`src/sctod_pkg.sv`:
```
package sctod_pkg;

    // Event kinds on the input channel
    typedef enum logic [1:0] {
        REQ_BYTE   = 2'd0,
        REQ_TICK   = 2'd1,
        REQ_BUTTON = 2'd2,
        REQ_NONE   = 2'd3
    } t_req_type;

    // ASCII codes used by the command parser and the reply formatter
    localparam logic [7:0] CH_LBRACK = 8'h5B;
    localparam logic [7:0] CH_RBRACK = 8'h5D;
    localparam logic [7:0] CH_LC_R   = 8'h72;
    localparam logic [7:0] CH_LC_T   = 8'h74;
    localparam logic [7:0] CH_LC_A   = 8'h61;
    localparam logic [7:0] CH_LC_W   = 8'h77;
    localparam logic [7:0] CH_UC_W   = 8'h57;
    localparam logic [7:0] CH_LC_H   = 8'h68;
    localparam logic [7:0] CH_LC_M   = 8'h6D;
    localparam logic [7:0] CH_LC_S   = 8'h73;
    localparam logic [7:0] CH_ZERO   = 8'h30;
    localparam logic [7:0] CH_ONE    = 8'h31;
    localparam logic [7:0] CH_TWO    = 8'h32;
    localparam logic [7:0] CH_FIVE   = 8'h35;
    localparam logic [7:0] CH_NINE   = 8'h39;
    localparam logic [7:0] CH_COLON  = 8'h3A;
    localparam logic [7:0] CH_SPACE  = 8'h20;
    localparam logic [7:0] CH_UC_O   = 8'h4F;
    localparam logic [7:0] CH_UC_N   = 8'h4E;
    localparam logic [7:0] CH_UC_F   = 8'h46;

    localparam logic [5:0] SEC_PER_MIN  = 6'd60;
    localparam logic [5:0] MIN_PER_HOUR = 6'd60;
    localparam logic [4:0] HOUR_PER_DAY = 5'd24;

    // Reply request handed from the parser to the transmitter
    typedef struct packed {
        logic       valid;
        logic       is_alarm;
        logic       alarm_on;
        logic [4:0] hour;
        logic [5:0] minute;
        logic [5:0] second;
    } t_reply_req;

    // Two ASCII digits of a value in 0..63
    function automatic logic [15:0] two_digits(input logic [5:0] v);
        logic [2:0] tens;
        logic [5:0] rest;
        if (v >= 6'd60)      tens = 3'd6;
        else if (v >= 6'd50) tens = 3'd5;
        else if (v >= 6'd40) tens = 3'd4;
        else if (v >= 6'd30) tens = 3'd3;
        else if (v >= 6'd20) tens = 3'd2;
        else if (v >= 6'd10) tens = 3'd1;
        else                 tens = 3'd0;
        rest = v - ({tens, 3'b000} + {2'b00, tens, 1'b0});
        return {CH_ZERO | {5'd0, tens}, CH_ZERO | {4'd0, rest[3:0]}};
    endfunction

endpackage

```
`src/serial_commanded_time_of_day_clock_unit.sv`:
```
// Channel | Direction | Handshake                  | Payload
// in      | input     | i_in_valid / o_in_stall    | i_req_type, i_rx_byte
// out     | output    | o_out_valid / i_out_stall  | o_tx_byte, o_last_char
//
// Every event passes through the input register, the parser and the state registers.
// A read command yields 8 (time), 11 (alarm ON) or 12 (alarm OFF) characters,
// sent one per cycle while the output is not stalled, from the reply serializer; a further read command waits
// at the input register until the serializer has handed out its last character.
// Synchronous active-low reset clears the parser, time, alarm and both channels.
// Output stall holds the output register; it backs up into the input only
// when a new reply is due.
module serial_commanded_time_of_day_clock_unit
    import sctod_pkg::*;
(
    input  logic       i_clk,
    input  logic       i_rst_n,
    input  logic       i_in_valid,
    output logic       o_in_stall,
    input  logic [1:0] i_req_type,
    input  logic [7:0] i_rx_byte,
    output logic       o_out_valid,
    input  logic       i_out_stall,
    output logic [7:0] o_tx_byte,
    output logic       o_last_char
);

    t_reply_req reply;
    logic       tx_free;

    // Command parser and time keeping
    sctod_core u_core (
        .i_clk      (i_clk),
        .i_rst_n    (i_rst_n),
        .i_in_valid (i_in_valid),
        .o_in_stall (o_in_stall),
        .i_req_type (i_req_type),
        .i_rx_byte  (i_rx_byte),
        .i_tx_free  (tx_free),
        .o_reply    (reply)
    );

    // Reply serializer
    sctod_tx u_tx (
        .i_clk       (i_clk),
        .i_rst_n     (i_rst_n),
        .i_reply     (reply),
        .o_tx_free   (tx_free),
        .o_out_valid (o_out_valid),
        .i_out_stall (i_out_stall),
        .o_tx_byte   (o_tx_byte),
        .o_last_char (o_last_char)
    );

endmodule

```
`src/sctod_core.sv`:
```
module sctod_core
    import sctod_pkg::*;
(
    input  logic       i_clk,
    input  logic       i_rst_n,
    input  logic       i_in_valid,
    output logic       o_in_stall,
    input  logic [1:0] i_req_type,
    input  logic [7:0] i_rx_byte,
    input  logic       i_tx_free,
    output t_reply_req o_reply
);

    typedef enum logic [2:0] {
        ST_IDLE  = 3'd0,
        ST_OPEN  = 3'd1,
        ST_VERB  = 3'd2,
        ST_UNIT  = 3'd3,
        ST_TENS  = 3'd4,
        ST_DONE  = 3'd5,
        ST_SPARE6 = 3'd6,
        ST_SPARE7 = 3'd7
    } t_stage;

    // Input register
    logic       r_in_valid;
    t_req_type  r_req_type;
    logic [7:0] r_rx_byte;

    // Parser and clock state
    t_stage     r_stage, n_stage;
    logic       r_read_seen, n_read_seen;
    logic       r_want_time, n_want_time;
    logic       r_want_alarm, n_want_alarm;
    logic       r_wr_time, n_wr_time;
    logic       r_wr_alarm, n_wr_alarm;
    logic       r_u_hour, n_u_hour;
    logic       r_u_min, n_u_min;
    logic       r_u_sec, n_u_sec;
    logic       r_u_en, n_u_en;
    logic [7:0] r_tens, n_tens;
    logic [4:0] r_t_hour, n_t_hour;
    logic [5:0] r_t_min, n_t_min;
    logic [5:0] r_t_sec, n_t_sec;
    logic [4:0] r_a_hour, n_a_hour;
    logic [5:0] r_a_min, n_a_min;
    logic [5:0] r_a_sec, n_a_sec;
    logic       r_alarm_on, n_alarm_on;

    logic       is_byte;
    logic       is_digit;
    logic       reply_cmd;
    logic       fire;
    logic       hour_ok;
    logic       ms_ok;
    logic [6:0] pair_val;
    logic [5:0] sec_inc;
    logic [5:0] min_inc;
    logic [4:0] hour_inc;

    assign is_byte   = (r_req_type == REQ_BYTE);
    assign is_digit  = (r_rx_byte >= CH_ZERO) && (r_rx_byte <= CH_NINE);
    assign reply_cmd = is_byte && (r_rx_byte == CH_RBRACK) && (r_stage == ST_UNIT)
                       && (r_want_time || r_want_alarm);
    assign fire       = r_in_valid && (!reply_cmd || i_tx_free);
    assign o_in_stall = r_in_valid && !fire;

    // Reply snapshot, taken before this item updates anything
    always_comb begin
        o_reply.valid    = fire && reply_cmd;
        o_reply.is_alarm = !r_want_time;
        o_reply.alarm_on = r_alarm_on;
        o_reply.hour     = r_want_time ? r_t_hour : r_a_hour;
        o_reply.minute   = r_want_time ? r_t_min  : r_a_min;
        o_reply.second   = r_want_time ? r_t_sec  : r_a_sec;
    end

    // Digit pair value and range checks
    assign pair_val = {r_tens[3:0], 3'b000} + {2'b00, r_tens[3:0], 1'b0}
                      + {3'b000, r_rx_byte[3:0]};
    assign hour_ok  = (r_tens <= CH_ONE) && (r_rx_byte <= CH_TWO);
    assign ms_ok    = (r_tens <= CH_FIVE) && (r_rx_byte <= CH_NINE);

    assign sec_inc  = r_t_sec + 6'd1;
    assign min_inc  = r_t_min + 6'd1;
    assign hour_inc = r_t_hour + 5'd1;

    // Next state for one event
    always_comb begin
        n_stage      = r_stage;
        n_read_seen  = r_read_seen;
        n_want_time  = r_want_time;
        n_want_alarm = r_want_alarm;
        n_wr_time    = r_wr_time;
        n_wr_alarm   = r_wr_alarm;
        n_u_hour     = r_u_hour;
        n_u_min      = r_u_min;
        n_u_sec      = r_u_sec;
        n_u_en       = r_u_en;
        n_tens       = r_tens;
        n_t_hour     = r_t_hour;
        n_t_min      = r_t_min;
        n_t_sec      = r_t_sec;
        n_a_hour     = r_a_hour;
        n_a_min      = r_a_min;
        n_a_sec      = r_a_sec;
        n_alarm_on   = r_alarm_on;

        unique case (r_req_type)
            REQ_BYTE: begin
                priority if (r_rx_byte == CH_LBRACK) begin
                    n_stage = ST_OPEN;
                end else if (r_rx_byte == CH_LC_R && r_stage == ST_OPEN) begin
                    n_stage = ST_VERB;
                    n_read_seen = 1'b1;
                end else if (r_rx_byte == CH_LC_T && r_stage == ST_VERB) begin
                    n_stage = ST_UNIT;
                    n_want_time = 1'b1;
                end else if (r_rx_byte == CH_LC_A && r_stage == ST_VERB && r_read_seen) begin
                    n_stage = ST_UNIT;
                    n_read_seen = 1'b0;
                    n_want_alarm = 1'b1;
                end else if (r_rx_byte == CH_RBRACK && r_stage == ST_UNIT) begin
                    n_stage = ST_IDLE;
                    if (r_want_time) begin
                        n_want_time = 1'b0;
                    end else if (r_want_alarm) begin
                        n_want_alarm = 1'b0;
                    end
                end else if (r_rx_byte == CH_LC_W && r_stage == ST_OPEN) begin
                    n_stage = ST_VERB;
                    n_wr_time = 1'b1;
                end else if (r_rx_byte == CH_UC_W && r_stage == ST_OPEN) begin
                    n_stage = ST_VERB;
                    n_wr_alarm = 1'b1;
                end else if (r_rx_byte == CH_LC_H && r_stage == ST_VERB) begin
                    n_stage = ST_UNIT;
                    n_u_hour = 1'b1;
                end else if (r_rx_byte == CH_LC_M && r_stage == ST_VERB) begin
                    n_stage = ST_UNIT;
                    n_u_min = 1'b1;
                end else if (r_rx_byte == CH_LC_S && r_stage == ST_VERB) begin
                    n_stage = ST_UNIT;
                    n_u_sec = 1'b1;
                end else if (r_rx_byte == CH_LC_A && r_stage == ST_VERB) begin
                    n_stage = ST_UNIT;
                    n_u_en = 1'b1;
                end else if (is_digit && r_stage == ST_UNIT) begin
                    n_tens = r_rx_byte;
                    n_stage = ST_TENS;
                end else if (is_digit && r_stage == ST_TENS) begin
                    n_stage = ST_DONE;
                    // first matching write wins; its flags are consumed
                    priority if (r_wr_time && r_u_hour) begin
                        n_wr_time = 1'b0;
                        n_u_hour = 1'b0;
                        if (hour_ok) n_t_hour = pair_val[4:0];
                    end else if (r_wr_time && r_u_min) begin
                        n_wr_time = 1'b0;
                        n_u_min = 1'b0;
                        if (ms_ok) n_t_min = pair_val[5:0];
                    end else if (r_wr_time && r_u_sec) begin
                        n_wr_time = 1'b0;
                        n_u_sec = 1'b0;
                        if (ms_ok) n_t_sec = pair_val[5:0];
                    end else if (r_wr_alarm && r_u_hour) begin
                        n_wr_alarm = 1'b0;
                        n_u_hour = 1'b0;
                        if (hour_ok) n_a_hour = pair_val[4:0];
                    end else if (r_wr_alarm && r_u_min) begin
                        n_wr_alarm = 1'b0;
                        n_u_min = 1'b0;
                        if (ms_ok) n_a_min = pair_val[5:0];
                    end else if (r_wr_alarm && r_u_sec) begin
                        n_wr_alarm = 1'b0;
                        n_u_sec = 1'b0;
                        if (ms_ok) n_a_sec = pair_val[5:0];
                    end else if (r_wr_alarm && r_u_en) begin
                        n_wr_alarm = 1'b0;
                        n_u_en = 1'b0;
                        n_alarm_on = !(r_tens == CH_ZERO && r_rx_byte == CH_ZERO);
                    end else begin
                        // digit pair with no pending write
                    end
                end else if (r_rx_byte == CH_RBRACK && r_stage == ST_DONE) begin
                    n_stage = ST_IDLE;
                end else begin
                    // byte ignored
                end
            end
            REQ_TICK: begin
                // seconds, minutes, hours roll at 60/60/24
                if (sec_inc >= SEC_PER_MIN) begin
                    n_t_sec = 6'd0;
                    if (min_inc >= MIN_PER_HOUR) begin
                        n_t_min = 6'd0;
                        n_t_hour = (hour_inc >= HOUR_PER_DAY) ? 5'd0 : hour_inc;
                    end else begin
                        n_t_min = min_inc;
                    end
                end else begin
                    n_t_sec = sec_inc;
                end
            end
            REQ_BUTTON: begin
                n_alarm_on = !r_alarm_on;
            end
            REQ_NONE: begin
                // unused event kind
            end
            default: begin
            end
        endcase
    end

    // Input register and state update
    always_ff @(posedge i_clk) begin
        if (!i_rst_n) begin
            r_in_valid   <= 1'b0;
            r_stage      <= ST_IDLE;
            r_read_seen  <= 1'b0;
            r_want_time  <= 1'b0;
            r_want_alarm <= 1'b0;
            r_wr_time    <= 1'b0;
            r_wr_alarm   <= 1'b0;
            r_u_hour     <= 1'b0;
            r_u_min      <= 1'b0;
            r_u_sec      <= 1'b0;
            r_u_en       <= 1'b0;
            r_tens       <= 8'd0;
            r_t_hour     <= 5'd0;
            r_t_min      <= 6'd0;
            r_t_sec      <= 6'd0;
            r_a_hour     <= 5'd0;
            r_a_min      <= 6'd0;
            r_a_sec      <= 6'd0;
            r_alarm_on   <= 1'b0;
        end else begin
            if (!o_in_stall) begin
                r_in_valid <= i_in_valid;
                if (i_in_valid) begin
                    r_req_type <= t_req_type'(i_req_type);
                    r_rx_byte  <= i_rx_byte;
                end
            end
            if (fire) begin
                r_stage      <= n_stage;
                r_read_seen  <= n_read_seen;
                r_want_time  <= n_want_time;
                r_want_alarm <= n_want_alarm;
                r_wr_time    <= n_wr_time;
                r_wr_alarm   <= n_wr_alarm;
                r_u_hour     <= n_u_hour;
                r_u_min      <= n_u_min;
                r_u_sec      <= n_u_sec;
                r_u_en       <= n_u_en;
                r_tens       <= n_tens;
                r_t_hour     <= n_t_hour;
                r_t_min      <= n_t_min;
                r_t_sec      <= n_t_sec;
                r_a_hour     <= n_a_hour;
                r_a_min      <= n_a_min;
                r_a_sec      <= n_a_sec;
                r_alarm_on   <= n_alarm_on;
            end
        end
    end

endmodule

```
`src/sctod_tx.sv`:
```
module sctod_tx
    import sctod_pkg::*;
(
    input  logic       i_clk,
    input  logic       i_rst_n,
    input  t_reply_req i_reply,
    output logic       o_tx_free,
    output logic       o_out_valid,
    input  logic       i_out_stall,
    output logic [7:0] o_tx_byte,
    output logic       o_last_char
);

    // Reply snapshot and character index
    logic       r_busy;
    logic [3:0] r_idx;
    logic       r_is_alarm;
    logic       r_on;
    logic [4:0] r_hour;
    logic [5:0] r_min;
    logic [5:0] r_sec;

    // Output register
    logic       r_out_valid;
    logic [7:0] r_out_byte;
    logic       r_out_last;

    logic       slot_open;
    logic       emit;
    logic [7:0] cur_char;
    logic       cur_last;
    logic [15:0] hh;
    logic [15:0] mm;
    logic [15:0] ss;

    assign slot_open = !r_out_valid || !i_out_stall;
    assign emit      = r_busy && slot_open;
    assign o_tx_free = !r_busy || (emit && cur_last);

    assign hh = two_digits({1'b0, r_hour});
    assign mm = two_digits(r_min);
    assign ss = two_digits(r_sec);

    // Character at the current index: HH:MM:SS, then for an alarm reply " ON" or " OFF"
    always_comb begin
        cur_last = 1'b0;
        unique case (r_idx)
            4'd0:    cur_char = hh[15:8];
            4'd1:    cur_char = hh[7:0];
            4'd2:    cur_char = CH_COLON;
            4'd3:    cur_char = mm[15:8];
            4'd4:    cur_char = mm[7:0];
            4'd5:    cur_char = CH_COLON;
            4'd6:    cur_char = ss[15:8];
            4'd7: begin
                cur_char = ss[7:0];
                cur_last = !r_is_alarm;
            end
            4'd8:    cur_char = CH_SPACE;
            4'd9:    cur_char = CH_UC_O;
            4'd10: begin
                cur_char = r_on ? CH_UC_N : CH_UC_F;
                cur_last = r_on;
            end
            4'd11: begin
                cur_char = CH_UC_F;
                cur_last = 1'b1;
            end
            default: begin
                cur_char = CH_UC_F;
                cur_last = 1'b1;
            end
        endcase
    end

    always_ff @(posedge i_clk) begin
        if (!i_rst_n) begin
            r_busy      <= 1'b0;
            r_idx       <= 4'd0;
            r_out_valid <= 1'b0;
        end else begin
            // serializer walks the snapshot one character per transfer slot
            if (i_reply.valid) begin
                r_busy     <= 1'b1;
                r_idx      <= 4'd0;
                r_is_alarm <= i_reply.is_alarm;
                r_on       <= i_reply.alarm_on;
                r_hour     <= i_reply.hour;
                r_min      <= i_reply.minute;
                r_sec      <= i_reply.second;
            end else if (emit) begin
                if (cur_last) begin
                    r_busy <= 1'b0;
                end else begin
                    r_idx <= r_idx + 4'd1;
                end
            end
            // output register
            if (slot_open) begin
                r_out_valid <= emit;
                if (emit) begin
                    r_out_byte <= cur_char;
                    r_out_last <= cur_last;
                end
            end
        end
    end

    assign o_out_valid = r_out_valid;
    assign o_tx_byte   = r_out_byte;
    assign o_last_char = r_out_last;

endmodule

```
`config.mk`:
```
export PLATFORM = sky130hd
export DESIGN_NAME = serial_commanded_time_of_day_clock_unit
export DESIGN_NICKNAME = d
export VERILOG_FILES = /design/src/sctod_pkg.sv /design/src/serial_commanded_time_of_day_clock_unit.sv /design/src/sctod_core.sv /design/src/sctod_tx.sv
export SDC_FILE = /design/constraint.sdc
export NUM_CORES = 1
export LEC_CHECK = 0
export BUFFER_PORTS_ARGS = -buffer_cell sky130_fd_sc_hd__buf_4
export CAP_MARGIN = 20
export CORE_ASPECT_RATIO = 1.5
export CORE_MARGIN = 2
export CORE_UTILIZATION = 45
export CTS_CLUSTER_DIAMETER = 30
export DETAILED_ROUTE_END_ITERATION = 10
export GPL_ROUTABILITY_DRIVEN = 0
export PLACE_DENSITY_LB_ADDON = 0.1
export SKIP_CTS_REPAIR_TIMING = 1
export SLEW_MARGIN = 30
export SYNTH_ARGS = -nofsm -noshare
export SYNTH_HDL_FRONTEND = slang
export SYNTH_SLANG_ARGS = --single-unit
```
`constraint.sdc`:
```
create_clock -name i_clk -period 5.3 [get_ports i_clk]
set_input_delay 1.06 -clock i_clk [delete_from_list [all_inputs] [get_ports i_clk]]
set_output_delay 1.06 -clock i_clk [all_outputs]
set_load 0.005 [all_outputs]
```
Yosys cells after proc, flatten, opt, wreduce, memory -nomap -nowiden:

Cells that the tools add are included.

* output and inout bits: 11
* memory bits (read-only): 0
* memories: 0
* RAM bits: 0
* bits in registers: 100
* bits in latches: 0

* div/mod/pow operators: 0
* multiply operators: 0
* $lt $le $gt $ge: 26
* add/sub/neg operators: 12
* shifts and indexed selects: 0
* reduce and logical (&&, ||, !) cells: 93
* bitwise gates (word level): 20
* eq/ne operators: 98
* muxes and demuxes: 191

Operators by type and width (number)
* $mux W6: 37
* $mux W1: 99
* $mux W5: 19
* $mux W3: 29
* $eq A8 B7 Y1 const B: 10
* $reduce_and A19 Y1: 4
* $pmux W7 S10: 1
* $ne A2 B1 Y1 const B: 32
* $ne A2 B2 Y1 const B: 31
* $ge A6 B6 Y1 const B: 8
* $reduce_and A22 Y1: 2
* $reduce_and A21 Y1: 2
* $reduce_and A18 Y1: 2
* $le A8 B6 Y1 const B: 4
* $logic_and A1 B1 Y1: 32
* $reduce_bool A2 Y1: 14
* $ge A6 B5 Y1 const B: 4
* $pmux W6 S2: 2
* $not A1 Y1: 20
* $reduce_and A20 Y1: 1
* $ge A5 B6 Y1 const B: 3
* $ne A3 B1 Y1 const B: 6
* $reduce_and A17 Y1: 1
* $eq A4 B3 Y1 const B: 4
* 41 further kinds: 73

Longest topological paths before layout:

Gate-level depths: netlist of the first run.

* depth in word-level cells: 24
* gate-level depth with buffers: 10
* gate-level depth less buffers: 10

Hierarchy:

From an unflattened synthesis of the first run, not the netlist that was laid out.

* cell total of the unflattened synthesis: 680
* area, all modules: 6248.5 µm²

By module, submodules not included
* sctod_core: area an instance 4202.8 µm², sequential area each 1421.4 µm², instances 1, cells an instance 485
* sctod_tx: area an instance 2045.7 µm², sequential area each 930.9 µm², instances 1, cells an instance 195

Worst setup path after synthesis of the first run:

No wires, ideal clock.

* kind: register to register
* from: register u_tx.r_idx[0]
* to: register u_tx.r_hour[0] (enable)
* period minus slack after synthesis: 3429 ps
* setup slack: 1871 ps
* data arrival time: 3010 ps
* stages on the path, launching flop included: 8
* buffers on the path: 0
* required time: 4881 ps
* path through: dfxtp_1 inv_1 ha_1 or3_1 a32oi_2 o21ai_2 and2_2 nor3_1

* word-level cells in the longest chain between the ends: 9

Ends and longest elaborated chain
* start, declared: line sctod_tx.sv:16 `logic [3:0] r_idx;`
* start signal, assigned: line sctod_tx.sv:95 `r_idx <= r_idx + 4'd1;`
* $eq A4 B1 Y1 (tied with other cells): line sctod_tx.sv:47 `unique case (r_idx)`
* $reduce_or A9 Y1 (no source line)
* $pmux W1 S3 (*): line sctod_tx.sv:47
* $logic_and A1 B1 Y1 (*): line sctod_tx.sv:38 `assign o_tx_free = !r_busy || (emit && cur_last);`
* $logic_or A1 B1 Y1 (*): line sctod_tx.sv:38
* $logic_or A1 B1 Y1 (*): line sctod_core.sv:65 `assign fire = r_in_valid && (!reply_cmd || i_tx_free);`
* $logic_and A1 B1 Y1 (*): line sctod_core.sv:65
* $logic_and A1 B1 Y1 (*): line sctod_core.sv:70 `o_reply.valid = fire && reply_cmd;`
* $reduce_and A2 Y1 (no source line) (*)
* end signal, assigned: line sctod_tx.sv:88 `r_hour <= i_reply.hour;`
* end, declared: line sctod_tx.sv:19 `logic [4:0] r_hour;`

Every way passes the cells marked *; elsewhere a longest branch is shown, timed or not.
A chain may end at the register's enable or synchronous reset.

Worst setup path in the final report of the first run:

* from: register u_core.r_rx_byte[7]
* to: output port o_in_stall

* word-level cells in the longest chain between the ends: 9

Ends and longest elaborated chain
* start, declared: line sctod_core.sv:28 `logic [7:0] r_rx_byte;`
* start signal, assigned: line sctod_core.sv:243 `r_rx_byte <= i_rx_byte;`
* $eq A8 B7 Y1: line sctod_core.sv:63 `assign reply_cmd = is_byte && (r_rx_byte == CH_RBRACK) && (r_stage == ST_UNIT)`
* $logic_and A1 B1 Y1 (2 in a row): line sctod_core.sv:63
* $logic_and A1 B1 Y1: line sctod_core.sv:64 `&& (r_want_time || r_want_alarm);`
* $logic_not A1 Y1: line sctod_core.sv:65
* $logic_or A1 B1 Y1: line sctod_core.sv:65
* $logic_and A1 B1 Y1: line sctod_core.sv:65
* $logic_not A1 Y1: line sctod_core.sv:66 `assign o_in_stall = r_in_valid && !fire;`
* $logic_and A1 B1 Y1: line sctod_core.sv:66
* end, declared: line serial_commanded_time_of_day_clock_unit.sv:18 `output logic o_in_stall,`

Every way passes these cells.

==> impl_summary.txt, run 1 <==
----------------------------------------------------
[STA]
  Worst setup margin ... ~1.8 ns
  Final sum of negative setup slack ... 0 ns
  Final critical-path share of the clock period ... between 60% and 70%
  Worst hold slack across all endpoints ... 0.461 ns
  Upper clock frequency limit ... 285 MHz
  Skew final ... between 0.009 and 0.01 ns
  Unrepaired setup endpoints after global routing ... false
  Pin slew with the least headroom to its limit ... 0.897 ns
  Final hold violation count ... 0
  Worst rel slew slack ... 40.0%
  Max-slew violation count ... 0
  Setup-failing EPs final ... 0
  Minimum period implied by the final worst setup slack ... 3.51 ns

[Worst hold path]
  Min-delay src ... u_core.r_a_min[0]$_SDFFE_PN0P_
  Endpoint, Worst Hold ... u_core.r_a_min[0]$_SDFFE_PN0P_
  Worst min-delay path category ... register to register
  Min-Delay Path Depth ... 2

[Setup path]
  CP Launch Type ... register
  R2r worst-path depth ... 8
  Worst reg-to-reg setup slack ... about 2.5 ns
  Type of the setup path with the least slack ... register to output pin
  Critical path peak fanout ... 7
  Crit path required time ... around 4.2 ns
  Worst reg2reg endpoint ... u_core.r_req_type[1]$_DFFE_PP_
  Worst Setup End Kind ... output pin
  Worst endpoint data arrival time ... 2.45 ns
  RR Startpoint ... u_tx.r_idx[0]$_SDFFE_PP0P_

[Logic synthesis]
  Post-synth ARST share ... 0%
  Adder-cell share of the synthesized area ... 6.98%
  Number of flip-flops and latches in the synthesized netlist ... 99
  Compound-Gate Fraction of Synth Area ... 17.9%
  Synthesized cell area ... around 0.0060 mm²
  Post-synthesis mux area share ... under 10%
  Most used DFF post-synth ... sky130_fd_sc_hd__dfxtp_1
  Number of synthesized flops with an enable pin ... 37
  Area share of and/or/nand/nor cells after synthesis ... 20.7%
  Mean area per synthesized cell ... between 9 and 10 µm²
  Proportion of synthesized chip area in sequential cells ... ~40%
  Warnings, synthesis ... 0
  Count of different cell masters after synthesis ... 84
  Parity-gate share of the synthesized area counting xor and xnor cells ... ~3.7%
  Combinational family with the most area after synthesis ... simple AND/OR/NAND/NOR gates
  Synthesized netlist net count ... around 670
  Number of instances in the synthesized netlist ... 626

[Global route]
  Number of global-route vias before repair ... ~4700
  Number of antenna violations at the first check in global routing ... 0
  Maximum number of pins on one net before global-route repair ... 59
  Total gr overflow ... 0
  Overall routing resource usage ... 20.9%
  Wire length of the first global-routing pass ... 23600 µm

[Drt]
  Number of vias per cell after detailed routing ... 5.88
  Average wire per cell in the routed design ... 18.0 µm
  Detailed-route wire length ... 14300 µm
  Number of design rule violations left after detail routing ... 0
  Total via count in the routed design ... 4674
  DR iter-0 viols ... 242
  Number of antenna-violating nets in the routed design ... 0
  Length of the first detailed-routing pass in iterations ... 4

[CTS]
  Root cell of the clock tree ... sky130_fd_sc_hd__clkbuf_16
  Clock slew seen by the registers of the worst setup and hold paths ... 0.06 ns
  Worst-Skew Late Latency ... approximately 0.35 ns
  Number of buffers created by CTS ... 9
  Maximum clock insertion buffer count ... 2
  Clock sink count ... 99
  Htree depth ... 3
  CTS tree ... yes

[Power and ir drop]
  Areal power density over the cells ... roughly 230 mW/mm²
  Leakage power of the design ... approximately 2.5 nW
  Worst IR drop on VDD ... between 0.15 and 0.2 mV

[Place]
  Cell Count Post-Placement ... 779
  Half-perimeter wire length after placement ... ~11000 µm
  Pre-CTS worst setup slack ... roughly 2.1 ns
  Buffers added on ports ... 23

[Die]
  Placeable Area ... roughly 0.013 mm²
  Initial Util ... 45.9%
  Horizontal extent of the die ... 97.9 µm
  Die ar. ... 0.0142 mm²
  Vertical die dimension ... 145 µm
  Row Count ... 51
  Number of I/O pins ... 25

[Final layout]
  Area growth from synthesis to layout ... 8.81%
  Nets ... 677
  Share of layout cells above drive strength 1 ... 12.9%
  Cell Count, Final, Fillers Out ... 795
  Diodes inserted ... 0

[Job]
  Number of max-capacitance violations reported ... 0

[Run status]
  Run status ... complete, no violations

----------------------------------------------------
[power breakdown]
| part | switching (mW) | internal [mW] |
|---|---|---|
| clock network | 0.291 | 0.323 |
| registers | 0.0178 | 0.794 |
| logic | 0.0491 | 0.0277 |
| total | 0.358 | 1.14 |
[cell type report]
cell class	instances	area, µm²
repair buffers	24	180
multi-input cells	475	3380
flip-flops and latches	99	2350
clock inverters	6	50.0
fillers	1242	6480
clock buffers	10	229
well taps	159	199
inverters	22	82.6
[critical path, stage by stage, from the launching register on]
cell,delay (ns)
sky130_fd_sc_hd__edfxtp_1,0.48
sky130_fd_sc_hd__nor4bb_1,0.50
sky130_fd_sc_hd__nand3_1,0.24
sky130_fd_sc_hd__or3_1,0.43
sky130_fd_sc_hd__nor2_1,0.29
sky130_fd_sc_hd__buf_4,0.17
[worst max-delay path by stage]
stage	start	to	slack, ns	cells past startpoint
floorplan	u_tx.r_idx[0]$_SDFFE_PP0P_	u_tx.r_hour[0]$_DFFE_PP_	1.87	7
global placement	i_rst_n	u_tx.o_tx_byte[0]$_DFFE_PP_	2.16	3
detailed placement	i_rst_n	u_tx.o_tx_byte[2]$_DFFE_PP_	2.11	3
CTS	u_core.r_rx_byte[7]$_DFFE_PP_	o_in_stall	1.80	5
global route	u_core.r_rx_byte[5]$_DFFE_PP_	o_in_stall	1.64	5
finish	u_core.r_rx_byte[7]$_DFFE_PP_	o_in_stall	1.79	5
[through the flow]
step | util, % | total power, mW | area [µm²]
2_1_floorplan | - | 0.878 | 5950
3_3_place_gp | 47.8 | 0.904 | 6200
3_5_place_dp | 47.8 | 0.905 | 6200
4_1_cts | 50.0 | 1.52 | 6470
5_1_grt | 50.0 | 1.55 | 6470
6_report | 50.0 | 1.50 | 6470
[routing by layer]
layer / part of all wire, % / global-route usage, % / routed length, µm / vias up
met1: 39 / 23.0 / 5600 / 2218
met3: 2.8 / 2.79 / 397 / 35
met4: 3.3 / 8.99 / 477 / 0
li1: - / - / - / 2332
met2: 55 / 40.1 / 7870 / 89
met5: 0 / 0 / 0 / -
[sequential cells by signal (all words and copies together), names as in the netlist, 6 cells and up]
name              cells
u_tx.r_sec            6
u_core.r_t_min        6
u_tx.o_tx_byte        7
u_core.r_t_sec        6
u_core.r_a_min        6
u_core.r_a_sec        6
u_tx.r_min            6
u_core.r_tens         8
u_core.r_rx_byte      8
[kinds of logic after synthesis]
group,count (synthesis)
adders and majority gates,32
muxes,42
and+or+nand+nor,228
DFF,99
buffers and inverters,52
other,1
xor gates and xnor gates,25
AOI/OAI and AO/OA,147
[synthesized netlist by cell type, drive strengths merged (11+ instances only)]
| library cell | number | area, µm² |
|---|---|---|
| nand2 | 69 | 259 |
| dfxtp | 62 | 1240 |
| nor2 | 43 | 164 |
| edfxtp | 37 | 1110 |
| a21oi | 31 | 155 |
| ha | 30 | 375 |
| mux2i | 25 | 250 |
| inv | 22 | 82.6 |
| o21ai | 22 | 118 |
| nand3 | 21 | 110 |
| clkbuf | 20 | 75.1 |
| mux2 | 17 | 191 |
| xnor2 | 15 | 131 |
| nand2b | 13 | 81.3 |
| nor3 | 11 | 55.1 |
[cell usage in the layout (no fill, tap or decap), types with 22 or more instances in the layout]
cell type and n:
sky130_fd_sc_hd__edfxtp_1 37, sky130_fd_sc_hd__inv_1 22, sky130_fd_sc_hd__buf_4 24, sky130_fd_sc_hd__a21oi_1 31, sky130_fd_sc_hd__nor2_1 42, sky130_fd_sc_hd__dfxtp_1 62, sky130_fd_sc_hd__ha_1 30, sky130_fd_sc_hd__nand2_1 69
sky130_fd_sc_hd__mux2i_1 25
Power figures use the tool's default switching activity.
==> run 2: changes to the inputs <==
==> constraint.sdc (replaced) <==
create_clock -name i_clk -period 3.01 [get_ports i_clk]
set_input_delay 0.602 -clock i_clk [delete_from_list [all_inputs] [get_ports i_clk]]
set_output_delay 0.602 -clock i_clk [all_outputs]
set_load 0.005 [all_outputs]
==> run 2 against run 1 <==
Net effect:
- via count up 3.1%
- cell count up 1.9%
- clock skew is 0.0020 ns lower
- largest cell class unchanged
==> impl_summary.txt, run 2 (synthesis gave the netlist of run 1 again) <==
----------------------------------------------------
[Die]
  Row Count ... 51 (unchanged)
  Placeable Area ... 0.0130 mm² (unchanged)
  Horizontal extent of the die ... 97.9 µm (unchanged)
  Initial Util ... 45.9% (unchanged)
  Number of I/O pins ... 25 (unchanged)
  Die ar. ... 0.0142 mm² (unchanged)
  Vertical die dimension ... 145 µm (unchanged)

[CTS]
  Clock sink count ... 99 (unchanged)
  Root cell of the clock tree ... sky130_fd_sc_hd__clkbuf_16 (unchanged)
  Htree depth ... 3 (unchanged)
  Maximum clock insertion buffer count ... 2 (unchanged)
  Number of buffers created by CTS ... 9 (unchanged)
  Worst-Skew Late Latency ... 0.34 ns (was 0.35 ns)
  CTS tree ... yes (unchanged)
  Clock slew seen by the registers of the worst setup and hold paths ... 0.07 ns (was 0.06 ns)

[Power and ir drop]
  Leakage power of the design ... 2.58 nW (was 2.49 nW)
  Areal power density over the cells ... 422 mW/mm² (was 232 mW/mm²)
  Worst IR drop on VDD ... 0.290 mV (was 0.151 mV)

[STA]
  Worst setup margin ... 0.143 ns (was 1.79 ns)
  Final critical-path share of the clock period ... 95.2%
  Setup-failing EPs final ... 0 (unchanged)
  Unrepaired setup endpoints after global routing ... false (unchanged)
  Worst rel slew slack ... 52.5% (was 40.0%)
  Skew final ... 0.00712 ns (was 0.00915 ns)
  Max-slew violation count ... 0 (unchanged)
  Minimum period implied by the final worst setup slack ... approximately 2.9 ns
  Pin slew with the least headroom to its limit ... 0.694 ns (was 0.897 ns)
  Upper clock frequency limit ... around 350 MHz
  Final hold violation count ... 0 (unchanged)

[Setup path]
  Critical path's largest stage delay ... 0.50 ns (about the same)
  RR Startpoint ... u_tx.r_idx[1]$_SDFFE_PP0P_ (was u_tx.r_idx[0]$_SDFFE_PP0P_)
  Critical path peak fanout ... 8 (was 7)
  Family of cells with the greatest summed delay on the critical path ... simple AND/OR/NAND/NOR gates (unchanged)
  Timing startpoint of the critical path ... u_core.r_rx_byte[5]$_DFFE_PP_ (was u_core.r_rx_byte[7]$_DFFE_PP_)
  Worst Setup End Kind ... output pin (unchanged)
  CP Launch Type ... register (unchanged)
  Worst path slowest cell ... sky130_fd_sc_hd__edfxtp_1 (was sky130_fd_sc_hd__nor4bb_1)
  Worst endpoint data arrival time ... 2.26 ns (was 2.45 ns)
  Type of the setup path with the least slack ... register to output pin (unchanged)
  Number of buffer and inverter instances along the worst setup path ... 1 (unchanged)
  Crit path required time ... 2.41 ns (was 4.24 ns)
  Cell-by-cell listing of the critical path ... nor4bb_2 -> nand3_1 -> or3_1 -> nor2_2 -> buf_4 (was nor4bb_1 -> nand3_1 -> or3_1 -> nor2_1 -> buf_4)

[Global route]
  Global routing met1 resource utilization ... 22.6% (was 23.0%)
  Number of antenna violations at the first check in global routing ... 0 (unchanged)
  Total gr overflow ... 0 (unchanged)
  Met2 capacity usage during global routing ... 39.6% (was 40.1%)
  Overall routing resource usage ... 20.8% (was 20.9%)
  Busiest metal layer after global routing ... met2 (unchanged)
  Maximum number of pins on one net before global-route repair ... 42 (was 59)
  Met3 Use GR ... 2.64% (was 2.79%)
  Wire length of the first global-routing pass ... 23400 µm (was 23600 µm)
  Number of global-route vias before repair ... 4721 (was 4695)

[Drt]
  Number of design rule violations left after detail routing ... 0 (unchanged)
  DR iter-0 viols ... 306 (was 242)
  Number of antenna-violating nets in the routed design ... 0 (unchanged)
  Average wire per cell in the routed design ... 17.9 µm (was 18.0 µm)
  Number of vias per cell after detailed routing ... 5.95 (was 5.88)
  Detailed-route wire length ... 14500 µm (was 14300 µm)
  Total via count in the routed design ... 4817 (was 4674)
  Length of the first detailed-routing pass in iterations ... 5 (was 4)

[Final layout]
  Area growth from synthesis to layout ... 11.5% (was 8.81%)
  Share of layout cells above drive strength 1 ... 15.5% (was 12.9%)
  Commonest cells after routing, fill and taps aside ... 69 x sky130_fd_sc_hd__nand2_1, 62 x sky130_fd_sc_hd__dfxtp_1, 41 x sky130_fd_sc_hd__nor2_1 (was 69 x sky130_fd_sc_hd__nand2_1, 62 x sky130_fd_sc_hd__dfxtp_1, 42 x sky130_fd_sc_hd__nor2_1)
  Diodes inserted ... 0 (unchanged)
  Nets ... 692 (was 677)
  Cell Count, Final, Fillers Out ... 810 (was 795)
  Most frequent standard cell in the layout excluding fill and tap cells ... sky130_fd_sc_hd__nand2_1 (unchanged)

[Place]
  Buffers added on ports ... 23 (unchanged)
  Pre-CTS worst setup slack ... 0.363 ns (was 2.11 ns)
  Half-perimeter wire length after placement ... 11200 µm (was 11100 µm)
  Cell Count Post-Placement ... 792 (was 779)

[Worst hold path]
  Min-delay src ... i_rx_byte[1] (was u_core.r_a_min[0]$_SDFFE_PN0P_)
  Worst min-delay path category ... input pin to register (was register to register)

[Job]
  Number of max-capacitance violations reported ... 0 (unchanged)

[Run status]
  Run status ... complete, no violations (unchanged)

----------------------------------------------------
==> run 2: area by class of cell <==
| class | count | area [µm²] |
|---|---|---|
| fill | 1219 | 6320 |
| multi-input combinational | 475 | 3400 |
| sequential | 99 | 2350 |
| tap | 159 | 199 |
| clock buffer | 11 | 254 |
| timing repair buffer | 39 | 293 |
| clock inverter | 5 | 60.1 |
| inverter | 22 | 82.6 |
==> run 2: per-stage QoR <==
stage	instance area [µm²]	setup TNS (ns)	util (%)	power [mW]	hold WS [ns]
after floorplan	5960	0	-	1.55	0.430
after global placement	6290	0	48.6	1.61	0.443
after detailed placement	6290	0	48.6	1.61	0.452
after CTS	6610	-0.00613	51.0	2.81	0.425
after global routing	6640	0	51.2	2.89	0.422
final	6640	0	51.2	2.80	0.431
==> run 2: path summary, 6_finish.rpt <==
check / to / slack, ns / depth (start not counted)
setup reg to reg: u_core.r_tens[2]$_SDFFE_PN0P_ / 0.45 / 8
setup / recovery: o_in_stall / 0.14 / 5
hold reg to reg: u_core.r_a_min[1]$_SDFFE_PN0P_ / 0.47 / 2
hold / removal: u_core.r_rx_byte[1]$_DFFE_PP_ / 0.43 / 1
==> run 2: where the power goes <==
group / switching (mW) / internal, mW / total, mW
registers: 0.0262 / 1.40 / 1.42
logic: 0.0987 / 0.0611 / 0.160
clock network: 0.516 / 0.697 / 1.21
total: 0.641 / 2.16 / 2.80
==> run 2: metal layers <==
layer	wire, µm	part of all wire, %
met5	0	0
met4	593	4.1
met3	368	2.5
met2	7750	53
met1	5790	40
==> run 3: changes to the inputs <==
--- a/config.mk
+++ b/config.mk
@@ -5,6 +5,7 @@
 export SDC_FILE = /design/constraint.sdc
 export NUM_CORES = 1
 export LEC_CHECK = 0
+export ABC_AREA = 1
 export BUFFER_PORTS_ARGS = -buffer_cell sky130_fd_sc_hd__buf_4
 export CAP_MARGIN = 20
 export CORE_ASPECT_RATIO = 1.5
==> run 3 against run 2 <==
Net effect:
- total power fell by 2.6%
- critical path depth rose by 8
- synthesized cell count is 42% higher
- area after synthesis rose by 5.3%
- die area up 5.1%
- core utilization fell by 0.18 points
- via count grew 22%
- worst setup slack gained 0.15 ns
- register-to-register slack about the same
- clock power shrank 7%
- final area is 4.1% higher
- combinational power up 2%
- critical endpoint unchanged
- highest routed layer unchanged
==> impl_summary.txt, run 3 <==
----------------------------------------------------
[STA]
  Final sum of negative setup slack ... 0 ns (unchanged)
  Final critical-path share of the clock period ... 90.1% (was 95.2%)
  Worst rel slew slack ... 53.9% (was 52.5%)
  Setup-failing EPs final ... 0 (unchanged)
  Worst hold slack across all endpoints ... 0.421 ns (was 0.431 ns)
  Upper clock frequency limit ... 369 MHz (was 349 MHz)
  Final hold violation count ... 0 (unchanged)
  Pin slew with the least headroom to its limit ... 0.689 ns (was 0.694 ns)
  Max-slew violation count ... 0 (unchanged)
  Skew final ... 0.0101 ns (was 0.00712 ns)
  Minimum period implied by the final worst setup slack ... 2.71 ns (was 2.87 ns)
  Unrepaired setup endpoints after global routing ... false (unchanged)

[Setup path]
  Number of buffer and inverter instances along the worst setup path ... 3 (was 1)
  Worst Setup End Kind ... output pin (unchanged)
  Family of cells with the greatest summed delay on the critical path ... simple AND/OR/NAND/NOR gates (unchanged)
  Cell-by-cell listing of the critical path ... inv_1 -> ha_1 -> nand3_2 -> nand2_1 -> nor2_2 -> nand2_1 -> nand2_2 -> nand2_2 -> nand2_1 -> inv_1 -> nand2_1 -> nor2_1 -> buf_4 (was nor4bb_2 -> nand3_1 -> or3_1 -> nor2_2 -> buf_4)
  Most numerous cell on the critical path ... sky130_fd_sc_hd__nand2_1
  Worst reg2reg endpoint ... u_core.r_a_hour[0]$_SDFFE_PN0P_ (was u_core.r_tens[2]$_SDFFE_PN0P_)
  Worst endpoint data arrival time ... 2.11 ns (was 2.26 ns)
  RR Startpoint ... u_tx.r_idx[0]$_SDFFE_PP0P_ (was u_tx.r_idx[1]$_SDFFE_PP0P_)
  Type of the setup path with the least slack ... register to output pin (unchanged)
  Worst reg-to-reg setup slack ... 0.44 ns (was 0.45 ns)
  Critical path's largest stage delay ... 0.35 ns (was 0.50 ns)
  Worst path slowest cell ... sky130_fd_sc_hd__dfxtp_1 (was sky130_fd_sc_hd__edfxtp_1)
  Critical path peak fanout ... 5 (was 8)
  Crit path required time ... 2.41 ns (about the same)
  CP Launch Type ... register (unchanged)
  R2r worst-path depth ... 14 (was 8)

[Worst hold path]
  Worst min-delay path category ... input pin to register (unchanged)
  Min-delay src ... i_rx_byte[5] (was i_rx_byte[1])
  Min-Delay Path Depth ... 1 (unchanged)
  Endpoint, Worst Hold ... u_core.r_rx_byte[5]$_DFFE_PP_ (was u_core.r_rx_byte[1]$_DFFE_PP_)

[CTS]
  Clock sink count ... 99 (unchanged)
  Htree depth ... 3 (unchanged)
  CTS tree ... yes (unchanged)
  Root cell of the clock tree ... sky130_fd_sc_hd__clkbuf_16 (unchanged)
  Maximum clock insertion buffer count ... 2 (unchanged)
  Worst-Skew Late Latency ... 0.35 ns (was 0.34 ns)
  Number of buffers created by CTS ... 9 (unchanged)
  Clock slew seen by the registers of the worst setup and hold paths ... 0.07 ns (about the same)

[Run status]
  Run status ... complete, no violations (unchanged)

[Drt]
  DR iter-0 viols ... 295 (was 306)
  Detailed-route wire length ... 16400 µm (was 14500 µm)
  Number of vias per cell after detailed routing ... 5.41 (was 5.95)
  Number of antenna-violating nets in the routed design ... 0 (unchanged)
  Total via count in the routed design ... 5872 (was 4817)
  Length of the first detailed-routing pass in iterations ... 5 (unchanged)
  Average wire per cell in the routed design ... 15.1 µm (was 17.9 µm)
  Number of design rule violations left after detail routing ... 0 (unchanged)

[Final layout]
  Total of fill cells in the finished design ... 1355 (was 1219)
  Area growth from synthesis to layout ... 10.3% (was 11.5%)
  Diodes inserted ... 0 (unchanged)
  Commonest cells after routing, fill and taps aside ... 222 x sky130_fd_sc_hd__nand2_1, 132 x sky130_fd_sc_hd__nor2_1, 98 x sky130_fd_sc_hd__inv_1 (was 69 x sky130_fd_sc_hd__nand2_1, 62 x sky130_fd_sc_hd__dfxtp_1, 41 x sky130_fd_sc_hd__nor2_1)
  Share of layout cells above drive strength 1 ... 9.53% (was 15.5%)
  Nets ... 964 (was 692)
  Most frequent standard cell in the layout excluding fill and tap cells ... sky130_fd_sc_hd__nand2_1 (unchanged)

[Power and ir drop]
  Areal power density over the cells ... 394 mW/mm² (was 422 mW/mm²)
  Final Power ... 2.72 mW (was 2.80 mW)
  Worst IR drop on VDD ... 0.267 mV (was 0.290 mV)
  Leakage power of the design ... 3.20 nW (was 2.58 nW)

[Logic synthesis]
  Cell with the most instances after synthesis ... sky130_fd_sc_hd__nand2_1 (unchanged)
  Post-synth ARST share ... 0% (unchanged)
  Number of instances in the synthesized netlist ... 892 (was 626)
  Number of flip-flops and latches in the synthesized netlist ... 99 (unchanged)
  Synthesized cell area ... 0.00626 mm² (was 0.00595 mm²)
  Mean area per synthesized cell ... 7.02 µm² (was 9.51 µm²)
  Most used DFF post-synth ... sky130_fd_sc_hd__dfxtp_1 (unchanged)
  Synthesized netlist net count ... 938 (was 672)
  Top cells by area in the synthesized netlist ... sky130_fd_sc_hd__dfxtp_1 20%, sky130_fd_sc_hd__edfxtp_1 18%, sky130_fd_sc_hd__nand2_1 13%, sky130_fd_sc_hd__nor2_1 7.9%, sky130_fd_sc_hd__ha_1 6.0% (was sky130_fd_sc_hd__dfxtp_1 21%, sky130_fd_sc_hd__edfxtp_1 19%, sky130_fd_sc_hd__ha_1 6.3%, sky130_fd_sc_hd__nand2_1 4.4%, sky130_fd_sc_hd__mux2i_1 4.2%)
  Warnings, synthesis ... 0 (unchanged)
  Number of synthesized flops with an enable pin ... 37 (unchanged)
  Ranking of synthesized cells by instance count ... 222 x sky130_fd_sc_hd__nand2_1, 132 x sky130_fd_sc_hd__nor2_1, 98 x sky130_fd_sc_hd__inv_1 (was 69 x sky130_fd_sc_hd__nand2_1, 62 x sky130_fd_sc_hd__dfxtp_1, 42 x sky130_fd_sc_hd__nor2_1)
  Proportion of synthesized chip area in sequential cells ... 37.5% (was 39.5%)
  Count of different cell masters after synthesis ... 44 (was 84)
  Proportion of netlist area held by the largest area contributor ... 19.8% (was 20.9%)
  Largest area contributor in the netlist ... sky130_fd_sc_hd__dfxtp_1 (unchanged)

[Job]
  Number of max-capacitance violations reported ... 0 (unchanged)

[Die]
  Number of I/O pins ... 25 (unchanged)
  Vertical die dimension ... 149 µm (was 145 µm)
  Placeable Area ... 0.0135 mm² (was 0.0130 mm²)
  Row Count ... 52 (was 51)
  Die ar. ... 0.0149 mm² (was 0.0142 mm²)
  Horizontal extent of the die ... 100 µm (was 97.9 µm)
  Initial Util ... 46.3% (was 45.9%)

[Place]
  Half-perimeter wire length after placement ... 12800 µm (was 11200 µm)
  Buffers added on ports ... 23 (unchanged)

[Global route]
  Number of antenna violations at the first check in global routing ... 0 (unchanged)
  Number of global-route vias before repair ... 5764 (was 4721)
  Maximum number of pins on one net before global-route repair ... 50 (was 42)
  Overall routing resource usage ... 23.3% (was 20.8%)
  Total gr overflow ... 0 (unchanged)
  Wire length of the first global-routing pass ... 27700 µm (was 23400 µm)

----------------------------------------------------
-- run 3: stage by stage --
step	instance area, µm²	util (%)	std cells	setup WS [ns]
6_report	6910	51.1	1085	0.298
4_1_cts	6900	51.0	1085	0.234
5_1_grt	6910	51.1	1085	0.0137
3_5_place_dp	6620	48.9	1069	0.421
3_3_place_gp	6620	48.9	1069	0.445
2_1_floorplan	6260	-	892	0.260
-- run 3: where the power goes --
group | switching (mW) | internal [mW]
Combinational | 0.111 | 0.0533
Clock | 0.536 | 0.598
Sequential | 0.0252 | 1.40
Total | 0.672 | 2.05
-- run 3: layer usage --
metal / routed length [µm] / vias up / track usage, % / share of wire, %
met2: 9020 / 171 / 44.9 / 55
met3: 542 / 49 / 4.09 / 3.3
li1: - / 2976 / - / -
met1: 6200 / 2676 / 24.3 / 38
met5: 0 / - / 0 / 0
met4: 596 / 0 / 9.38 / 3.6
-- run 3: final cells by class --
cell class                      count  area [µm²]  share of cell area (%)
Multi-Input combinational cell    672        3440                    49.8
Sequential cell                    99        2350                    34.0
Inverter                          106         400                    5.79
Clock buffer                       11         243                    3.51
Timing Repair Buffer               30         225                    3.26
Tap cell                          162         203                    2.93
Clock inverter                      5        43.8                   0.634
-- run 3: kinds of logic after synthesis --
| family | Yosys count | synth area share [%] |
|---|---|---|
| buffers and inverters | 121 | 7.59 |
| other | 1 | 0.0599 |
| adders and majority gates | 32 | 6.63 |
| xor gates and xnor gates | 12 | 1.68 |
| AOI/OAI and AO/OA | 124 | 10.8 |
| and+or+nand+nor | 503 | 35.7 |
| DFF | 99 | 37.5 |
-- run 3: worst max path at each step --
stage,startpoint,end,slack [ns],cells past startpoint
after floorplan,u_tx.r_idx[0]$_SDFFE_PP0P_,u_tx.r_hour[0]$_DFFE_PP_,0.26,13
after global placement,u_tx.r_idx[0]$_SDFFE_PP0P_,u_core.r_a_hour[0]$_SDFFE_PN0P_,0.45,14
after detailed placement,u_tx.r_idx[0]$_SDFFE_PP0P_,u_core.r_a_hour[0]$_SDFFE_PN0P_,0.42,14
after CTS,u_tx.r_idx[0]$_SDFFE_PP0P_,o_in_stall,0.23,13
after global routing,u_tx.r_idx[0]$_SDFFE_PP0P_,o_in_stall,0.01,13
final,u_tx.r_idx[0]$_SDFFE_PP0P_,o_in_stall,0.30,13
-- run 3: worst reg2reg max path: cells and delay by family, from the launching register on --
| family | cells | cell delay (ns) |
|---|---|---|
| adders and majority gates | 1 | 0.24 |
| DFF | 1 | 0.40 |
| and+or+nand+nor | 11 | 1.47 |
| buffers and inverters | 2 | 0.32 |
